`config.mk`:
```
export PLATFORM = sky130hd
export DESIGN_NAME = websocket_frame_deframer_flat
export DESIGN_NICKNAME = d
export VERILOG_FILES = /design/src/sv/wsd_pkg.sv /design/src/sv/wsd_if.sv /design/src/sv/websocket_frame_deframer.sv /design/src/flat_wrapper.sv
export SDC_FILE = /design/constraint.sdc
export NUM_CORES = 1
export LEC_CHECK = 0
export BUFFER_PORTS_ARGS = -buffer_cell sky130_fd_sc_hd__buf_4
export CAP_MARGIN = 20
export CORE_MARGIN = 5
export CORE_UTILIZATION = 35
export DETAILED_ROUTE_END_ITERATION = 8
export GPL_ROUTABILITY_DRIVEN = 0
export PLACE_DENSITY_LB_ADDON = 0.12
export SYNTH_ARGS = -nofsm -noshare
export SYNTH_HDL_FRONTEND = slang
export SYNTH_SLANG_ARGS = --single-unit
```
`constraint.sdc`:
```
create_clock -name clock -period 6.63 [get_ports clock]
set_input_delay 1.326 -clock clock [delete_from_list [all_inputs] [get_ports clock]]
set_output_delay 1.326 -clock clock [all_outputs]
set_load 0.1 [all_outputs]
```
`src/sv/wsd_pkg.sv`:
```
// ----------------------------------------------------------------------------
// WebSocket deframer package
// Widths shared by the channel interfaces and the deframer core.
// ----------------------------------------------------------------------------
package wsd_pkg;

   // Width of the held frame length; only the low bits of a 64-bit length
   // are kept when this is narrower than 64 (valid range 16 to 64).
   localparam int LEN_WIDTH = 64;

   localparam int BYTE_W   = 8;
   localparam int OPCODE_W = 4;
   localparam int KEY_W    = 32;
   localparam int HCNT_W   = 4;

   typedef logic [BYTE_W-1:0]    byte_type;
   typedef logic [OPCODE_W-1:0]  opcode_type;
   typedef logic [LEN_WIDTH-1:0] len_type;

endpackage

```
`src/sv/wsd_if.sv`:
```
// ----------------------------------------------------------------------------
// WebSocket deframer channel interfaces
// Valid/ready channels for the received byte stream and the payload beats.
// ----------------------------------------------------------------------------
interface wsd_req_if;
   import wsd_pkg::*;

   logic     valid;
   logic     ready;
   byte_type data_byte;

   modport source (output valid, output data_byte, input ready);
   modport sink   (input valid, input data_byte, output ready);
endinterface

interface wsd_rsp_if;
   import wsd_pkg::*;

   logic       valid;
   logic       ready;
   byte_type   payload_byte;
   logic       byte_valid;
   opcode_type frame_opcode_out;
   logic       fin_out;
   logic       last_of_frame;

   modport source (output valid, output payload_byte, output byte_valid,
                   output frame_opcode_out, output fin_out, output last_of_frame,
                   input ready);
   modport sink   (input valid, input payload_byte, input byte_valid,
                   input frame_opcode_out, input fin_out, input last_of_frame,
                   output ready);
endinterface

```
`src/sv/websocket_frame_deframer.sv`:
```
// ----------------------------------------------------------------------------
// WebSocket frame deframer
// Parses received WebSocket frames byte by byte and emits unmasked payload.
// ----------------------------------------------------------------------------
// Usage:
// The req_ch channel carries the received frame stream, one byte per beat.
// Header bytes (first byte, length byte, extended length, mask key) are
// consumed silently. Every payload byte leaves on rsp_ch as one beat,
// XORed with the mask key byte selected by its position modulo four, and
// tagged with the frame's opcode, its FIN bit and a last-of-frame flag.
// A frame of zero length produces a single beat with byte_valid low,
// payload_byte zero and last_of_frame high, on the byte ending its header.
// An accepted byte's result is registered and shows on rsp_ch right after
// the edge that takes it. Throughput is one byte per cycle unless rsp_ch
// stalls; the only state carried between bytes is a small parse register
// set and a length counter whose decrement and zero test set the cycle time.
// Reset (synchronous, active high) returns the parser to waiting for the
// first header byte and drops any pending result beat.
// When the receiver stalls, the result register holds its beat and req_ch
// ready stays low until that beat is taken; in the cycle it is taken, a new
// byte may enter.
// ----------------------------------------------------------------------------
module websocket_frame_deframer (
   input logic         clock,
   input logic         reset,
   wsd_req_if.sink     req_ch,
   wsd_rsp_if.source   rsp_ch
);
   import wsd_pkg::*;

   localparam logic [2:0] PH_HDR0    = 3'd0;
   localparam logic [2:0] PH_HDR1    = 3'd1;
   localparam logic [2:0] PH_EXT16   = 3'd2;
   localparam logic [2:0] PH_EXT64   = 3'd3;
   localparam logic [2:0] PH_MASK    = 3'd4;
   localparam logic [2:0] PH_PAYLOAD = 3'd5;

   localparam logic [6:0]        LEN7_EXT16 = 7'd126;
   localparam logic [6:0]        LEN7_EXT64 = 7'd127;
   localparam logic [HCNT_W-1:0] EXT16_BYTES = HCNT_W'(2);
   localparam logic [HCNT_W-1:0] EXT64_BYTES = HCNT_W'(8);
   localparam logic [HCNT_W-1:0] KEY_BYTES   = HCNT_W'(4);

   // Parser state.
   logic [2:0]        phase_ff, phase_in;
   logic [HCNT_W-1:0] hcnt_ff, hcnt_in;
   opcode_type        opcode_ff, opcode_in;
   logic              fin_ff, fin_in;
   logic              mask_ff, mask_in;
   logic [KEY_W-1:0]  key_ff, key_in;
   len_type           remain_ff, remain_in;
   logic [1:0]        kidx_ff, kidx_in;

   // Result register.
   logic       rsp_valid_ff;
   byte_type   payload_ff;
   logic       bvalid_ff;
   opcode_type rsp_opcode_ff;
   logic       rsp_fin_ff;
   logic       last_ff;

   logic       accept;
   logic       emit;
   byte_type   emit_byte;
   logic       emit_bvalid;
   logic       emit_last;
   logic       len_done;
   logic       hdr_done;
   logic [6:0] len7;
   byte_type   key_byte;
   byte_type   data_b;

   assign data_b        = req_ch.data_byte;
   assign req_ch.ready  = !rsp_valid_ff || rsp_ch.ready;
   assign accept        = req_ch.valid && req_ch.ready;
   assign len7          = data_b[6:0];
   // Key byte 0 sits in the top byte, so the shift is (3 - index) bytes.
   assign key_byte      = BYTE_W'(key_ff >> {~kidx_ff, 3'b000});

   always_comb begin
      phase_in    = phase_ff;
      hcnt_in     = hcnt_ff;
      opcode_in   = opcode_ff;
      fin_in      = fin_ff;
      mask_in     = mask_ff;
      key_in      = key_ff;
      remain_in   = remain_ff;
      kidx_in     = kidx_ff;
      emit        = 1'b0;
      emit_byte   = '0;
      emit_bvalid = 1'b0;
      emit_last   = 1'b0;
      len_done    = 1'b0;
      hdr_done    = 1'b0;

      case (phase_ff)
         PH_HDR1: begin
            mask_in   = data_b[7];
            key_in    = '0;
            hcnt_in   = '0;
            remain_in = '0;
            if (len7 == LEN7_EXT16) begin
               phase_in = PH_EXT16;
            end else if (len7 == LEN7_EXT64) begin
               phase_in = PH_EXT64;
            end else begin
               remain_in = {{(LEN_WIDTH-7){1'b0}}, len7};
               len_done  = 1'b1;
            end
         end
         PH_EXT16, PH_EXT64: begin
            remain_in = {remain_ff[LEN_WIDTH-BYTE_W-1:0], data_b};
            hcnt_in   = hcnt_ff + HCNT_W'(1);
            if (hcnt_in >= ((phase_ff == PH_EXT16) ? EXT16_BYTES : EXT64_BYTES)) begin
               len_done = 1'b1;
            end
         end
         PH_MASK: begin
            key_in  = {key_ff[KEY_W-BYTE_W-1:0], data_b};
            hcnt_in = hcnt_ff + HCNT_W'(1);
            if (hcnt_in >= KEY_BYTES) begin
               hdr_done = 1'b1;
            end
         end
         PH_PAYLOAD: begin
            kidx_in     = kidx_ff + 2'd1;
            remain_in   = remain_ff - LEN_WIDTH'(1);
            emit        = 1'b1;
            emit_byte   = data_b ^ key_byte;
            emit_bvalid = 1'b1;
            emit_last   = (remain_in == '0);
            if (emit_last) begin
               phase_in = PH_HDR0;
            end
         end
         default: begin
            // First header byte, and any phase code with no meaning.
            fin_in    = data_b[7];
            opcode_in = data_b[OPCODE_W-1:0];
            hcnt_in   = '0;
            phase_in  = PH_HDR1;
         end
      endcase

      // The length is complete: go fetch the mask key if there is one.
      if (len_done) begin
         hcnt_in = '0;
         if (mask_in) begin
            phase_in = PH_MASK;
         end else begin
            hdr_done = 1'b1;
         end
      end

      // The header is complete: start the payload, or mark an empty frame.
      if (hdr_done) begin
         hcnt_in = '0;
         kidx_in = '0;
         if (remain_in == '0) begin
            phase_in    = PH_HDR0;
            emit        = 1'b1;
            emit_byte   = '0;
            emit_bvalid = 1'b0;
            emit_last   = 1'b1;
         end else begin
            phase_in = PH_PAYLOAD;
         end
      end
   end

   always_ff @(posedge clock) begin
      if (reset) begin
         phase_ff  <= PH_HDR0;
         hcnt_ff   <= '0;
         opcode_ff <= '0;
         fin_ff    <= 1'b0;
         mask_ff   <= 1'b0;
         key_ff    <= '0;
         remain_ff <= '0;
         kidx_ff   <= '0;
      end else if (accept) begin
         phase_ff  <= phase_in;
         hcnt_ff   <= hcnt_in;
         opcode_ff <= opcode_in;
         fin_ff    <= fin_in;
         mask_ff   <= mask_in;
         key_ff    <= key_in;
         remain_ff <= remain_in;
         kidx_ff   <= kidx_in;
      end
   end

   always_ff @(posedge clock) begin
      if (reset) begin
         rsp_valid_ff <= 1'b0;
      end else if (accept) begin
         rsp_valid_ff <= emit;
      end else if (rsp_ch.ready) begin
         rsp_valid_ff <= 1'b0;
      end
   end

   always_ff @(posedge clock) begin
      if (accept && emit) begin
         payload_ff    <= emit_byte;
         bvalid_ff     <= emit_bvalid;
         rsp_opcode_ff <= opcode_ff;
         rsp_fin_ff    <= fin_ff;
         last_ff       <= emit_last;
      end
   end

   assign rsp_ch.valid            = rsp_valid_ff;
   assign rsp_ch.payload_byte     = payload_ff;
   assign rsp_ch.byte_valid       = bvalid_ff;
   assign rsp_ch.frame_opcode_out = rsp_opcode_ff;
   assign rsp_ch.fin_out          = rsp_fin_ff;
   assign rsp_ch.last_of_frame    = last_ff;

   // While payload bytes are being counted, at least one is still owed.
   a_payload_nonzero: assert property (@(posedge clock) disable iff (reset)
      (phase_ff == PH_PAYLOAD) |-> (remain_ff != '0))
      else $error("payload phase with zero bytes remaining");

   // A shown end-of-frame beat leaves the parser waiting for a new header.
   a_last_to_hdr0: assert property (@(posedge clock) disable iff (reset)
      (rsp_valid_ff && last_ff) |-> (phase_ff == PH_HDR0))
      else $error("end of frame shown but parser not back at first header byte");

   // The empty-frame marker carries a zero byte and always ends its frame.
   a_empty_marker: assert property (@(posedge clock) disable iff (reset)
      (rsp_valid_ff && !bvalid_ff) |-> (payload_ff == '0 && last_ff))
      else $error("malformed empty-frame marker");

   // A first header byte never produces a beat and always moves to the length byte.
   a_hdr0_step: assert property (@(posedge clock) disable iff (reset)
      (accept && phase_ff == PH_HDR0) |=> (phase_ff == PH_HDR1 && !rsp_valid_ff))
      else $error("first header byte handled wrongly");

   // The header byte counter never runs past the 64-bit length field.
   a_hcnt_bound: assert property (@(posedge clock) disable iff (reset)
      hcnt_ff < EXT64_BYTES)
      else $error("header byte counter out of range");

endmodule

```
`src/flat_wrapper.sv`:
```
// flat-port wrapper written by rule: the top's interface ports become plain ports
module websocket_frame_deframer_flat import wsd_pkg::*;
  (clock, reset, req_ch_valid, req_ch_data_byte, req_ch_ready, rsp_ch_valid, rsp_ch_payload_byte, rsp_ch_byte_valid, rsp_ch_frame_opcode_out, rsp_ch_fin_out, rsp_ch_last_of_frame, rsp_ch_ready);
  wsd_req_if req_ch_i ();
  wsd_rsp_if rsp_ch_i ();
  input logic clock;
  input logic reset;
  input wire logic [$bits(req_ch_i.valid)-1:0] req_ch_valid;
  input wire logic [$bits(req_ch_i.data_byte)-1:0] req_ch_data_byte;
  output wire logic [$bits(req_ch_i.ready)-1:0] req_ch_ready;
  output wire logic [$bits(rsp_ch_i.valid)-1:0] rsp_ch_valid;
  output wire logic [$bits(rsp_ch_i.payload_byte)-1:0] rsp_ch_payload_byte;
  output wire logic [$bits(rsp_ch_i.byte_valid)-1:0] rsp_ch_byte_valid;
  output wire logic [$bits(rsp_ch_i.frame_opcode_out)-1:0] rsp_ch_frame_opcode_out;
  output wire logic [$bits(rsp_ch_i.fin_out)-1:0] rsp_ch_fin_out;
  output wire logic [$bits(rsp_ch_i.last_of_frame)-1:0] rsp_ch_last_of_frame;
  input wire logic [$bits(rsp_ch_i.ready)-1:0] rsp_ch_ready;
  assign req_ch_i.valid = req_ch_valid;
  assign req_ch_i.data_byte = req_ch_data_byte;
  assign req_ch_ready = req_ch_i.ready;
  assign rsp_ch_valid = rsp_ch_i.valid;
  assign rsp_ch_payload_byte = rsp_ch_i.payload_byte;
  assign rsp_ch_byte_valid = rsp_ch_i.byte_valid;
  assign rsp_ch_frame_opcode_out = rsp_ch_i.frame_opcode_out;
  assign rsp_ch_fin_out = rsp_ch_i.fin_out;
  assign rsp_ch_last_of_frame = rsp_ch_i.last_of_frame;
  assign rsp_ch_i.ready = rsp_ch_ready;
  websocket_frame_deframer u_core (.clock(clock), .reset(reset), .req_ch(req_ch_i), .rsp_ch(rsp_ch_i));
endmodule
```
# == After elaboration in Yosys (flattened, before gate mapping) ==
# Cells that the tools add are included.
# totals
latchBits,0
n_memories,0
ramBits,0
in_bits,12
out_inout_bits,17
regBits,127
wordCells,87
mem_bits_ro,0
# classes
addsub,3
bitwise_logic,3
n_shift,1
n_eq_ne,8
div_mod_pow,0
order_cmp,2
mul,0
n_reduce_logical,16
mux,40
# ops
operator,n
case mux 64 bit (3 select lines),1
logical NOT 64 bit,2
two-way mux 64 bit,1
case mux 32 bit (2 select lines),1
"subtractor 64 x 1 -> 64 bit, second input constant",1
right shift 32 x 5 -> 8 bit,1
two-way mux 8 bit,3
two-way mux 3 bit,7
two-way mux 1 bit,18
"equality test 7 bit, second input constant",2
two-way mux 4 bit,3
case mux 3 bit (3 select lines),1
case mux 4 bit (2 select lines),1
AND reduction 2 bit,4
bitwise XOR 8 bit,1
two-way mux 7 bit,1
"equality test 3 x 2 -> 1 bit, second input constant",2
"equality test 3 bit, second input constant",2
nonzero test 2 bit,3
OR reduction 5 bit,1
"adder 4 x 1 -> 4 bit, second input constant",1
">= comparator 4 x 3 -> 1 bit, second input constant",1
>= comparator 4 bit,1
two-way mux 2 bit,2
11 further kinds,12

# == Longest topological paths before layout ==
# Gate-level depths: netlist of run 1.
# depth
ltp_word,8
mapped_depth,16
mapped_depth_nobuf,12

# == Worst setup path before layout of run 1 ==
# OpenSTA, ideal clock, no wires.
# synth_path
path_kind,register -> register
start,register u_core.remain_ff[0]
end,"register u_core.bvalid_ff, in the netlist u_core.rsp_ch.byte_valid (enable)"
n_path_buf,3
required_time_ns,6.261
setup_ns,0.369
arrival_ns,4.328
setup_slack_ns,1.933
synth_period_minus_slack_ns,4.697
stages_incl_launch_ff,16
cell_sequence,dfxtp_1 clkbuf_1 inv_1 ha_1 or4b_4 buf_6 or4_4 or4_1 buf_2 o21ai_1 a31oi_1 nor4b_1 nand4_1 or4_1 nor3_1 o21a_1
# synth_between
elab_chain_cells,6
# synth_rtl
element,line_no,source
"start, declared",websocket_frame_deframer.sv:51,"len_type remain_ff, remain_in;"
"start signal, assigned",websocket_frame_deframer.sv:188,remain_ff <= remain_in;
subtractor 64 x 1 -> 64 bit,websocket_frame_deframer.sv:127,remain_in = remain_ff - LEN_WIDTH'(1);
case mux 64 bit (3 select lines) *,websocket_frame_deframer.sv:96,case (phase_ff)
logical NOT 64 bit *,websocket_frame_deframer.sv:159,if (remain_in == '0) begin
two-way mux 1 bit *,websocket_frame_deframer.sv:159,
two-way mux 1 bit *,websocket_frame_deframer.sv:156,if (hdr_done) begin
logical AND 1 bit *,websocket_frame_deframer.sv:204,if (accept && emit) begin
"end signal, assigned",websocket_frame_deframer.sv:206,bvalid_ff <= emit_bvalid;
"end, declared",websocket_frame_deframer.sv:57,logic bvalid_ff;
# Every way passes the cells marked *; elsewhere a longest branch is shown, timed or not.
# A chain may end at the register's enable or synchronous reset.

# == Worst setup path in the final report of run 1 ==
# layout_path
start,register u_core.remain_ff[0]
end,"register u_core.rsp_fin_ff, in the netlist u_core.rsp_ch.fin_out (enable)"
# layout_between
elab_chain_cells,6
# layout_rtl
element,line_no,source
subtractor 64 x 1 -> 64 bit,websocket_frame_deframer.sv:127,
case mux 64 bit (3 select lines) *,websocket_frame_deframer.sv:96,
logical NOT 64 bit *,websocket_frame_deframer.sv:159,
two-way mux 1 bit *,websocket_frame_deframer.sv:159,
two-way mux 1 bit *,websocket_frame_deframer.sv:156,
logical AND 1 bit *,websocket_frame_deframer.sv:204,
"end signal, assigned",websocket_frame_deframer.sv:208,rsp_fin_ff <= fin_ff;
"end, declared",websocket_frame_deframer.sv:59,logic rsp_fin_ff;
# Marked as above.

==> impl_metrics.csv, run 1 <==
group,metric,value,unit
worst_setup_path,critPathCaptureType,"flop",
cts,numClockSinks,127,
synthesis,synth_seq_cells,127,
placed_design,placed_cells,1542,
timing,grt_setup_unrepaired,"no",
synthesis,syn_area_per_cell,7.48,sq um
timing,worst_pin_slew,1080,ps
timing,setup_tns,0,ps
finish,drive_above_1_share,12.2,%
floorplan,die_x,175,um
power,p_sw,908,uW
timing,setup_viol_count_final,0,
finish,layout.nets,1237,
timing,clock.fmax,181,MHz
cts,clkTransAtPathRegs,70,ps
worst_setup_path,reg2regPathDepth,12,
cts,cts_tree,"yes",
cts,ctsResizeCount,0,
finish,final_cells,1574,
global_route,grt_max_degree,68,
synthesis,ys_seq_area_share,28.3,%
synthesis,synth_edf_count,15,
worst_setup_path,crit_arrival,5580,ps
floorplan,initial_core_util,35.3,%
synthesis,yosysWarnings,0,
synthesis,synth-main-ff-cell,"dfxtp_1",
power,intPower,1.53,mW
global_route,grt_pass1_wl,60.3,mm
outcome,status,"completed",
timing,fin_crit,5520,ps
power,p_per_area,232,nW/um^2
power,p_comb_share,22.9,%
power,power_frac_clock,41.2,%
floorplan,core_area,26900,sq um
power,switching_share,37.2,%
synthesis,syn_inst,1270,
drt,wl_per_cell,24.8,um
timing,holdWs,443,ps
placed_design,dp_hpwl,26.7,mm
cts,cts_buffers,17,
global_route,grt_overflow,0,
worst_setup_path,criticalPathCategory,"reg2reg",
global_route,grt_pass1_vias,9610,
drt,viasPerCell,6.49,
cts,h-tree-depth,4,
drt,drt_pre_antenna_iters,7,
placed_design,dpl-instance-area,9910,sq um
flow_run,cap_violations,0,
cts,clock-root-buffer,"clkbuf_16",
floorplan,die_h,175,um
timing,fin_skew,19.4,ps
worst_hold_path,whs_path_depth,0,
worst_setup_path,startpoint_type,"flop",
finish,area_growth,10.7,%
drt,first_iter_violations,1235,
drt,vias,10222,
timing,relSlewSlack,28.0,%
drt,antenna_left,0,
placed_design,dp_slack,1160,ps
finish,num_antenna_cells,0,
timing,finalHoldViolCount,0,
synthesis,synth.distinct_cells,84,
synthesis,syn-cell-area,9500,sq um
power,peakVddDrop,0.139,mV
power,p_leak,3.57,nW
power,p_seq_share,35.9,%
synthesis,synth_async_sr_flop_share,0,%
global_route,grtUsageTotal,25.0,%
cts,worstSkewPairLatency,440,ps
cts,cts_max_path_buffers,2,
worst_setup_path,critPathMaxFanout,22,
cts,post_cts_buffers,0,
timing,drv_slew,0,
worst_hold_path,holdCritPathClass,"reg2reg",
drt,drc,0,
finish,fin_area,10500,sq um
timing,setup_slack,1110,ps
floorplan,pin_count,29,
floorplan,die_area,30500,sq um
floorplan,rows,60,
placed_design,io_buffers,28,
drt,wirelength,39.0,mm
timing,period_share,83.2,%
worst_setup_path,cp.required,6690,ps
global_route,antenna_found_initial,0,
synthesis,syn-num-nets,1287,
cts,ctsHoldBuffers,0,
## Yosys cell counts (all sizes together), types with 5 or more instances
library cell	n	area [sq um]
nand3	28	140
mux4	8	180
dfxtp	112	2240
or2	9	56.3
nor2	181	682
inv	20	75.1
nand4b	8	70.1
nor3b	5	37.5
nor4	46	322
or3	19	119
xor2	13	114
a22o	7	61.3
nor4b	10	87.6
o211a	6	60.1
o21a	5	37.5
nand2	108	405
a211oi	41	308
a21boi	5	37.5
nand2b	7	43.8
a21oi	59	295
o21ai	54	270
nor2b	7	43.8
nand4	30	188
a311oi	8	70.1
buf	18	103
o211ai	9	67.6
ha	5	62.6
a22oi	49	368
o31ai	14	105
xnor2	24	210
and2	8	50.1
mux2i	26	260
or4	27	206
a31oi	11	68.8
nor3	59	310
edfxtp	15	450
clkbuf	117	439
mux2	12	135
## layout make-up
class / count / area, sq um
Clock buffer: 17 / 425
Clock inverter: 15 / 185
Fill cell: 2805 / 16400
Inverter: 21 / 78.8
Multi-Input combinational cell: 987 / 6190
Sequential cell: 127 / 2700
Tap cell: 341 / 427
Timing Repair Buffer: 66 / 508
## kinds of logic (layout without fill, tap and decap cells)
family          count (synthesis)  in the layout  synth area share, %
compound gates                329            329                 24.2
xor+xnor                       37             37                 3.41
fa+ha+maj                       5              5                0.659
buf+inv                       156            119                 6.53
flops                         127            127                 28.3
mux                            46             46                 6.06
simple gates                  570            570                 30.8
## flip-flops by register name, indices dropped and copies added (netlist names), 2 cells and up
register / flops
u_core.rsp_ch.frame_opcode_out: 4
u_core.key_ff: 32
u_core.rsp_ch.payload_byte: 8
u_core.phase_ff: 3
u_core.remain_ff: 64
u_core.kidx_ff: 2
u_core.opcode_ff: 4
u_core.hcnt_ff: 4
## critical path, cell delays in order (launching register included)
cell	delay, ps
dfxtp_1	410
inv_1	120
ha_1	290
or4b_4	540
or4_4	720
nor4_1	690
o21ai_0	160
a21oi_1	380
o2111a_1	260
nand4_1	90
or4_1	610
nor3_1	230
o21a_1	610
## per-layer routing
metal  vias up  track usage, %  share of wire [%]
met5         -               0                  0
met4         0            11.8                4.8
met3       114            3.87                7.5
met2       534            38.4                 45
met1      4897            34.3                 43
li1       4677               -                  -
## worst paths after layout
| kind | start | endpoint | slack, ps |
|---|---|---|---|
| min | u_core.opcode_ff[2] | u_core.rsp_ch.frame_opcode_out[2] | 440 |
| max | u_core.remain_ff[0] | u_core.rsp_ch.fin_out | 1110 |
| min reg2reg | u_core.opcode_ff[2] | u_core.rsp_ch.frame_opcode_out[2] | 440 |
| max reg2reg | u_core.remain_ff[0] | u_core.rsp_ch.fin_out | 1110 |
## power groups by stage
stage	sequential [mW]	clock, mW	combinational (mW)
after CTS	0.872	1.02	0.545
after global routing	0.880	1.05	0.599
final	0.877	1.01	0.559
after floorplan	0.840	0	0.406
after detailed placement	0.890	0	0.542
after global placement	0.890	0	0.542
## metrics by stage
step	total power, mW	util [%]
after CTS	2.44	39.1
after global routing	2.53	39.1
after floorplan	1.25	-
after global placement	1.43	36.9
after detailed placement	1.43	36.9
final	2.44	39.1
## placed cells by master (no fill, tap or decap), drive strengths merged, types with 6 or more instances in the layout
cell type,netlist,final
or2,9,9
and2,8,8
inv,20,31
mux4,8,8
clkbuf,117,17
buf,18,66
nor2b,7,7
a22oi,49,49
or3,19,19
nor2,181,181
nor3,59,59
a311oi,8,8
or4,27,27
o211ai,9,9
xor2,13,13
nand4,30,30
a211oi,41,41
mux2,12,12
o211a,6,6
o31ai,14,14
dfxtp,112,112
mux2i,26,26
nand3,28,28
o21ai,54,54
a22o,7,7
a31oi,11,11
nor4b,10,10
nor4,46,46
edfxtp,15,15
nand2b,7,7
xnor2,24,24
a21oi,59,59
nand2,108,108
nand4b,8,8
(Power assumes the default switching activity.)
==> inputs of run 2 (changes only) <==
==> constraint.sdc (replaced) <==
create_clock -name clock -period 5.1 [get_ports clock]
set_input_delay 1.02 -clock clock [delete_from_list [all_inputs] [get_ports clock]]
set_output_delay 1.02 -clock clock [all_outputs]
set_load 0.1 [all_outputs]
==> impl_metrics.csv, run 2 (synthesis gave the netlist of run 1 again) <==
group,metric,value,unit
outcome,status,"completed",
timing,fin_skew,6.78,ps
cts,h-tree-depth,4,
timing,relSlewSlack,29.9,%
worst_setup_path,criticalPathCategory,"reg2reg",
global_route,grt_overflow,0,
worst_setup_path,crit_top_cell,"or4_1",
timing,setup_tns,0,ps
placed_design,io_buffers,28,
power,peakVddDrop,0.205,mV
worst_setup_path,cp.depth,13,
floorplan,pin_count,29,
finish,layout_commonest_cell,"nor2_1",
cts,cts_tree,"yes",
drt,route.met2.wl,17.5,mm
power,p_leak,3.85,nW
timing,worst_pin_slew,1050,ps
finish,num_antenna_cells,0,
timing,fin_crit,4820,ps
worst_setup_path,reg2regPathDepth,13,
cts,numClockSinks,127,
worst_setup_path,max_stage_delay,690,ps
worst_setup_path,rrSetupSlack,280,ps
timing,holdWs,439,ps
floorplan,die_x,175,um
global_route,antenna_found_initial,0,
floorplan,core_area,26900,sq um
drt,drc,0,
drt,top_layer_used,"met4",
worst_hold_path,min_from,"u_core.opcode_ff[0]",
flow_run,cap_violations,0,
timing,drv_slew,0,
worst_setup_path,slowest_stage,"or4_4",
finish,layout.nets,1292,
drt,wl_met1,17.5,mm
timing,finalHoldViolCount,0,
cts,cts_buffers,17,
cts,cts_max_path_buffers,2,
finish,drive_above_1_share,16.1,%
placed_design,dp_hpwl,28.0,mm
timing,grt_setup_unrepaired,"no",
drt,wl_met3,3.06,mm
global_route,grt_pass1_wl,61.0,mm
floorplan,die_h,175,um
power,p_per_area,293,nW/um^2
drt,wirelength,40.1,mm
drt,first_iter_violations,1309,
cts,clock-root-buffer,"clkbuf_16",
worst_hold_path,whs_path_depth,0,
worst_setup_path,critPathCaptureType,"flop",
worst_setup_path,path_delay_family,"simple AND/OR/NAND/NOR gates",
finish,final_cell_mix,"178 x nor2_1, 118 x buf_4, 110 x dfxtp_1",
timing,period_share,94.5,%
finish,largest_reg_flops,64,
drt,drt_pre_antenna_iters,6,
worst_setup_path,critPathMaxFanout,22,
worst_setup_path,crit_path_cell_trace,"inv_1, ha_1, or4b_4, or4_4, or4_1, o21ai_1, a31oi_1, nor4b_1, nand4_1, or4_1, nor3_1, o21a_1, buf_12",
cts,clkTransAtPathRegs,60,ps
worst_setup_path,critPathBufInv,2,
finish,regMostFlops,"u_core.remain_ff",
global_route,grtUsageTotal,25.6,%
cts,ctsHoldBuffers,0,
timing,setup_viol_count_final,0,
finish,area_growth,15.4,%
worst_hold_path,worstHoldEndpoint,"u_core.rsp_ch.frame_opcode_out[0]",
worst_setup_path,r2r_start,"u_core.remain_ff[1]",
drt,vias,10515,
timing,clock.fmax,208,MHz
worst_setup_path,crit_arrival,4960,ps
worst_setup_path,cp.required,5250,ps
floorplan,rows,60,
finish,fillers,2834,
drt,viasPerCell,6.45,
global_route,grt_max_degree,88,
worst_hold_path,holdCritPathClass,"reg2reg",
global_route,grt_pass1_vias,9698,
worst_setup_path,startpoint_type,"flop",
cts,worstSkewPairLatency,440,ps
floorplan,initial_core_util,35.3,%
drt,antenna_left,0,
drt,wl_per_cell,24.6,um
floorplan,die_area,30500,sq um
worst_setup_path,r2r-end,"u_core.rsp_ch.payload_byte[6]",
==> run 2: cell types whose count changed in the layout (fill, tap and decap cells not counted), moves of 2 or more <==
| cell | delta |
|---|---|
| buf_4 | +53 |
| clkinv_2 | +2 |
| clkinv_4 | +2 |
| buf_12 | +2 |
| clkinv_8 | -2 |
| inv_8 | -6 |
| nor4b_1 | -2 |
| nor4b_2 | +2 |
==> run 2: how the worst max path moves through the flow <==
stage | to | slack [ps] | startpoint
final | u_core.rsp_ch.payload_byte[6] | 280 | u_core.remain_ff[1]
after global routing | u_core.rsp_ch.payload_byte[6] | 30 | u_core.remain_ff[1]
after CTS | u_core.rsp_ch.payload_byte[6] | 270 | u_core.remain_ff[1]
after detailed placement | u_core.phase_ff[2] | 300 | u_core.remain_ff[1]
after global placement | u_core.phase_ff[2] | 370 | u_core.remain_ff[1]
after floorplan | u_core.rsp_ch.byte_valid | 400 | u_core.remain_ff[0]
==> run 2: routing by layer <==
metal  track usage (%)  up-vias
met5                 0        -
met4              12.0        0
met3              4.44      128
met2              38.9      522
met1              35.4     5075
li1                  -     4790
==> run 2: cell type report <==
type	count	area, sq um	share of cell area, %
Clock buffer	19	454	4.14
Clock inverter	13	150	1.37
Inverter	21	78.8	0.719
Multi-Input combinational cell	987	6210	56.7
Sequential cell	127	2700	24.6
Tap cell	341	427	3.89
Timing Repair Buffer	121	946	8.63
==> run 2: report_power, final <==
part	total [mW]	internal (mW)	switching, mW
combinational	0.791	0.275	0.516
sequential	1.13	1.05	0.0823
clock	1.29	0.759	0.532
==> run 2: metrics by stage <==
step / area [sq um] / utilization (%) / std cells / power, mW / worst slack, ps
floorplan: 9500 / - / 1270 / 1.62 / 403
global placement: 10300 / 38.5 / 1596 / 1.91 / 370
detailed placement: 10300 / 38.5 / 1596 / 1.91 / 302
CTS: 10900 / 40.7 / 1628 / 3.20 / 273
global route: 11000 / 40.8 / 1629 / 3.33 / 28.7
finish: 11000 / 40.8 / 1629 / 3.21 / 282
==> run 2: what timing repair did <==
item	4_1_cts	5_1_grt
resized for setup	0	3
buffers inserted	0	1
setup endpoints to repair	0	15
==> inputs of run 3 (changes only) <==
==> constraint.sdc (replaced) <==
create_clock -name clock -period 5.3 [get_ports clock]
set_input_delay 1.06 -clock clock [delete_from_list [all_inputs] [get_ports clock]]
set_output_delay 1.06 -clock clock [all_outputs]
set_load 0.1 [all_outputs]
==> impl_metrics.csv, run 3 (synthesis gave the netlist of run 1 again) <==
group,metric,value,unit
outcome,status,"finished, violations left",
outcome,violations,"DRC",
drt,wirelength,39.9,mm
cts,post_cts_buffers,0,
finish,multi_input_area,6190,sq um
finish,num_antenna_cells,0,
worst_setup_path,slowest_stage,"or4_4",
finish,postLayoutCoreUtil,40.1,%
finish,area_growth,13.4,%
power,p_comb_share,24.5,%
cts,cts_buffers,17,
finish,final_cell_mix,"178 x nor2_1, 110 x dfxtp_1, 108 x nand2_1",
timing,relSlewSlack,21.9,%
power,switching_share,35.5,%
worst_setup_path,criticalPathCategory,"reg2reg",
timing,clock.fmax,196,MHz
global_route,antenna_found_initial,0,
cts,worstSkewPairLatency,440,ps
global_route,grt_max_degree,85,
finish,drive_above_1_share,14.6,%
timing,setup_viol_count_final,0,
cts,ctsHoldBuffers,0,
floorplan,rows,60,
finish,largest_reg_flops,64,
worst_setup_path,startpoint_type,"flop",
timing,fin_crit,5100,ps
floorplan,die_x,175,um
finish,fillers,2777,
drt,wl_per_cell,24.8,um
floorplan,die_h,175,um
power,p_seq_share,35.8,%
timing,worst_pin_slew,1170,ps
power,peakVddDrop,0.206,mV
flow_run,cap_violations,0,
worst_setup_path,critPathMaxFanout,22,
drt,antenna_left,0,
floorplan,core_area,26900,sq um
global_route,grt_pass1_wl,60.8,mm
power,p_leak,3.74,nW
worst_setup_path,critPathCaptureType,"flop",
global_route,gr-usage-met3,4.80,%
timing,fin_skew,9.53,ps
global_route,grtUsageTotal,25.6,%
worst_setup_path,cp.required,5500,ps
floorplan,initial_core_util,35.3,%
worst_setup_path,crit_arrival,5310,ps
cts,ctsResizeCount,0,
drt,viasPerCell,6.46,
finish,fin_area,10800,sq um
cts,cts_tree,"yes",
timing,grt_setup_unrepaired,"no",
worst_hold_path,holdCritPathClass,"reg2reg",
power,p_sw,1.08,mW
cts,clock-root-buffer,"clkbuf_16",
finish,layout_commonest_cell,"nor2_1",
timing,setup_tns,0,ps
worst_setup_path,crit_path_cell_trace,"inv_1, ha_1, or4b_4, or4_4, nor4_2, nor2_1, a211oi_1, nand3_1, nor3_2, nand2_1, or4_1, o31ai_1",
timing,finalHoldViolCount,0,
cts,h-tree-depth,4,
drt,drt_pre_antenna_iters,9,
global_route,grt_pass1_vias,9709,
global_route,grt_overflow,0,
drt,drc,3,
placed_design,dp_hpwl,27.9,mm
finish,seq_area,2700,sq um
global_route,busiest_layer,"met2",
floorplan,pin_count,29,
finish,final_cells,1610,
finish,regMostFlops,"u_core.remain_ff",
floorplan,die_area,30500,sq um
placed_design,dpl-instance-area,10200,sq um
timing,drv_slew,0,
power,power_frac_clock,39.8,%
drt,vias,10406,
power,p_per_area,282,nW/um^2
global_route,grt_util_met1,35.3,%
worst_setup_path,max_stage_delay,710,ps
cts,cts_max_path_buffers,2,
global_route,grt.met2_usage,39.0,%
power,intPower,1.96,mW
timing,period_share,96.3,%
finish,layout.nets,1273,
placed_design,io_buffers,28,
placed_design,placed_cells,1578,
drt,first_iter_violations,1388,
cts,clkTransAtPathRegs,70,ps
cts,numClockSinks,127,
-- run 3: worst max-delay path: cells and delay by family (launching register included) --
family	cells	cell delay [ps]
fa+ha+maj	1	200
simple gates	8	3270
buf+inv	1	160
compound gates	2	850
flops	1	380
-- run 3: area by class of cell --
class | count | share of cell area, %
Multi-Input combinational cell | 987 | 57.5
Sequential cell | 127 | 25.0
Timing Repair Buffer | 102 | 7.34
Clock buffer | 18 | 3.98
Tap cell | 341 | 3.96
Clock inverter | 14 | 1.43
Inverter | 21 | 0.732
-- run 3: through the flow --
step                worst slack [ps]  power (mW)  hold slack (ps)
floorplan                        603        1.56              408
global placement                 299        1.83              418
detailed placement               293        1.82              426
CTS                              259        3.03              432
global route                    36.6        3.16              449
finish                           196        3.04              432
-- run 3: per-layer routing --
metal / vias to the layer above / wire, um
li1: 4750 / -
met1: 4987 / 17400
met2: 557 / 17400
met3: 112 / 3330
met4: 0 / 1810
met5: - / 0
-- run 3: worst paths after layout --
kind	cells past startpoint	startpoint	slack [ps]	endpoint
hold reg to reg	0	u_core.opcode_ff[0]	430	u_core.rsp_ch.frame_opcode_out[0]
hold / removal	0	u_core.opcode_ff[0]	430	u_core.rsp_ch.frame_opcode_out[0]
setup reg to reg	12	u_core.remain_ff[1]	200	u_core.rsp_ch.last_of_frame
setup / recovery	12	u_core.remain_ff[1]	200	u_core.rsp_ch.last_of_frame
-- run 3: power by group through the flow --
stage / sequential, mW / combinational (mW) / clock (mW)
after floorplan: 1.05 / 0.508 / 0
after CTS: 1.08 / 0.723 / 1.23
after detailed placement: 1.11 / 0.719 / 0
final: 1.09 / 0.745 / 1.21
after global placement: 1.11 / 0.723 / 0
after global routing: 1.09 / 0.792 / 1.27
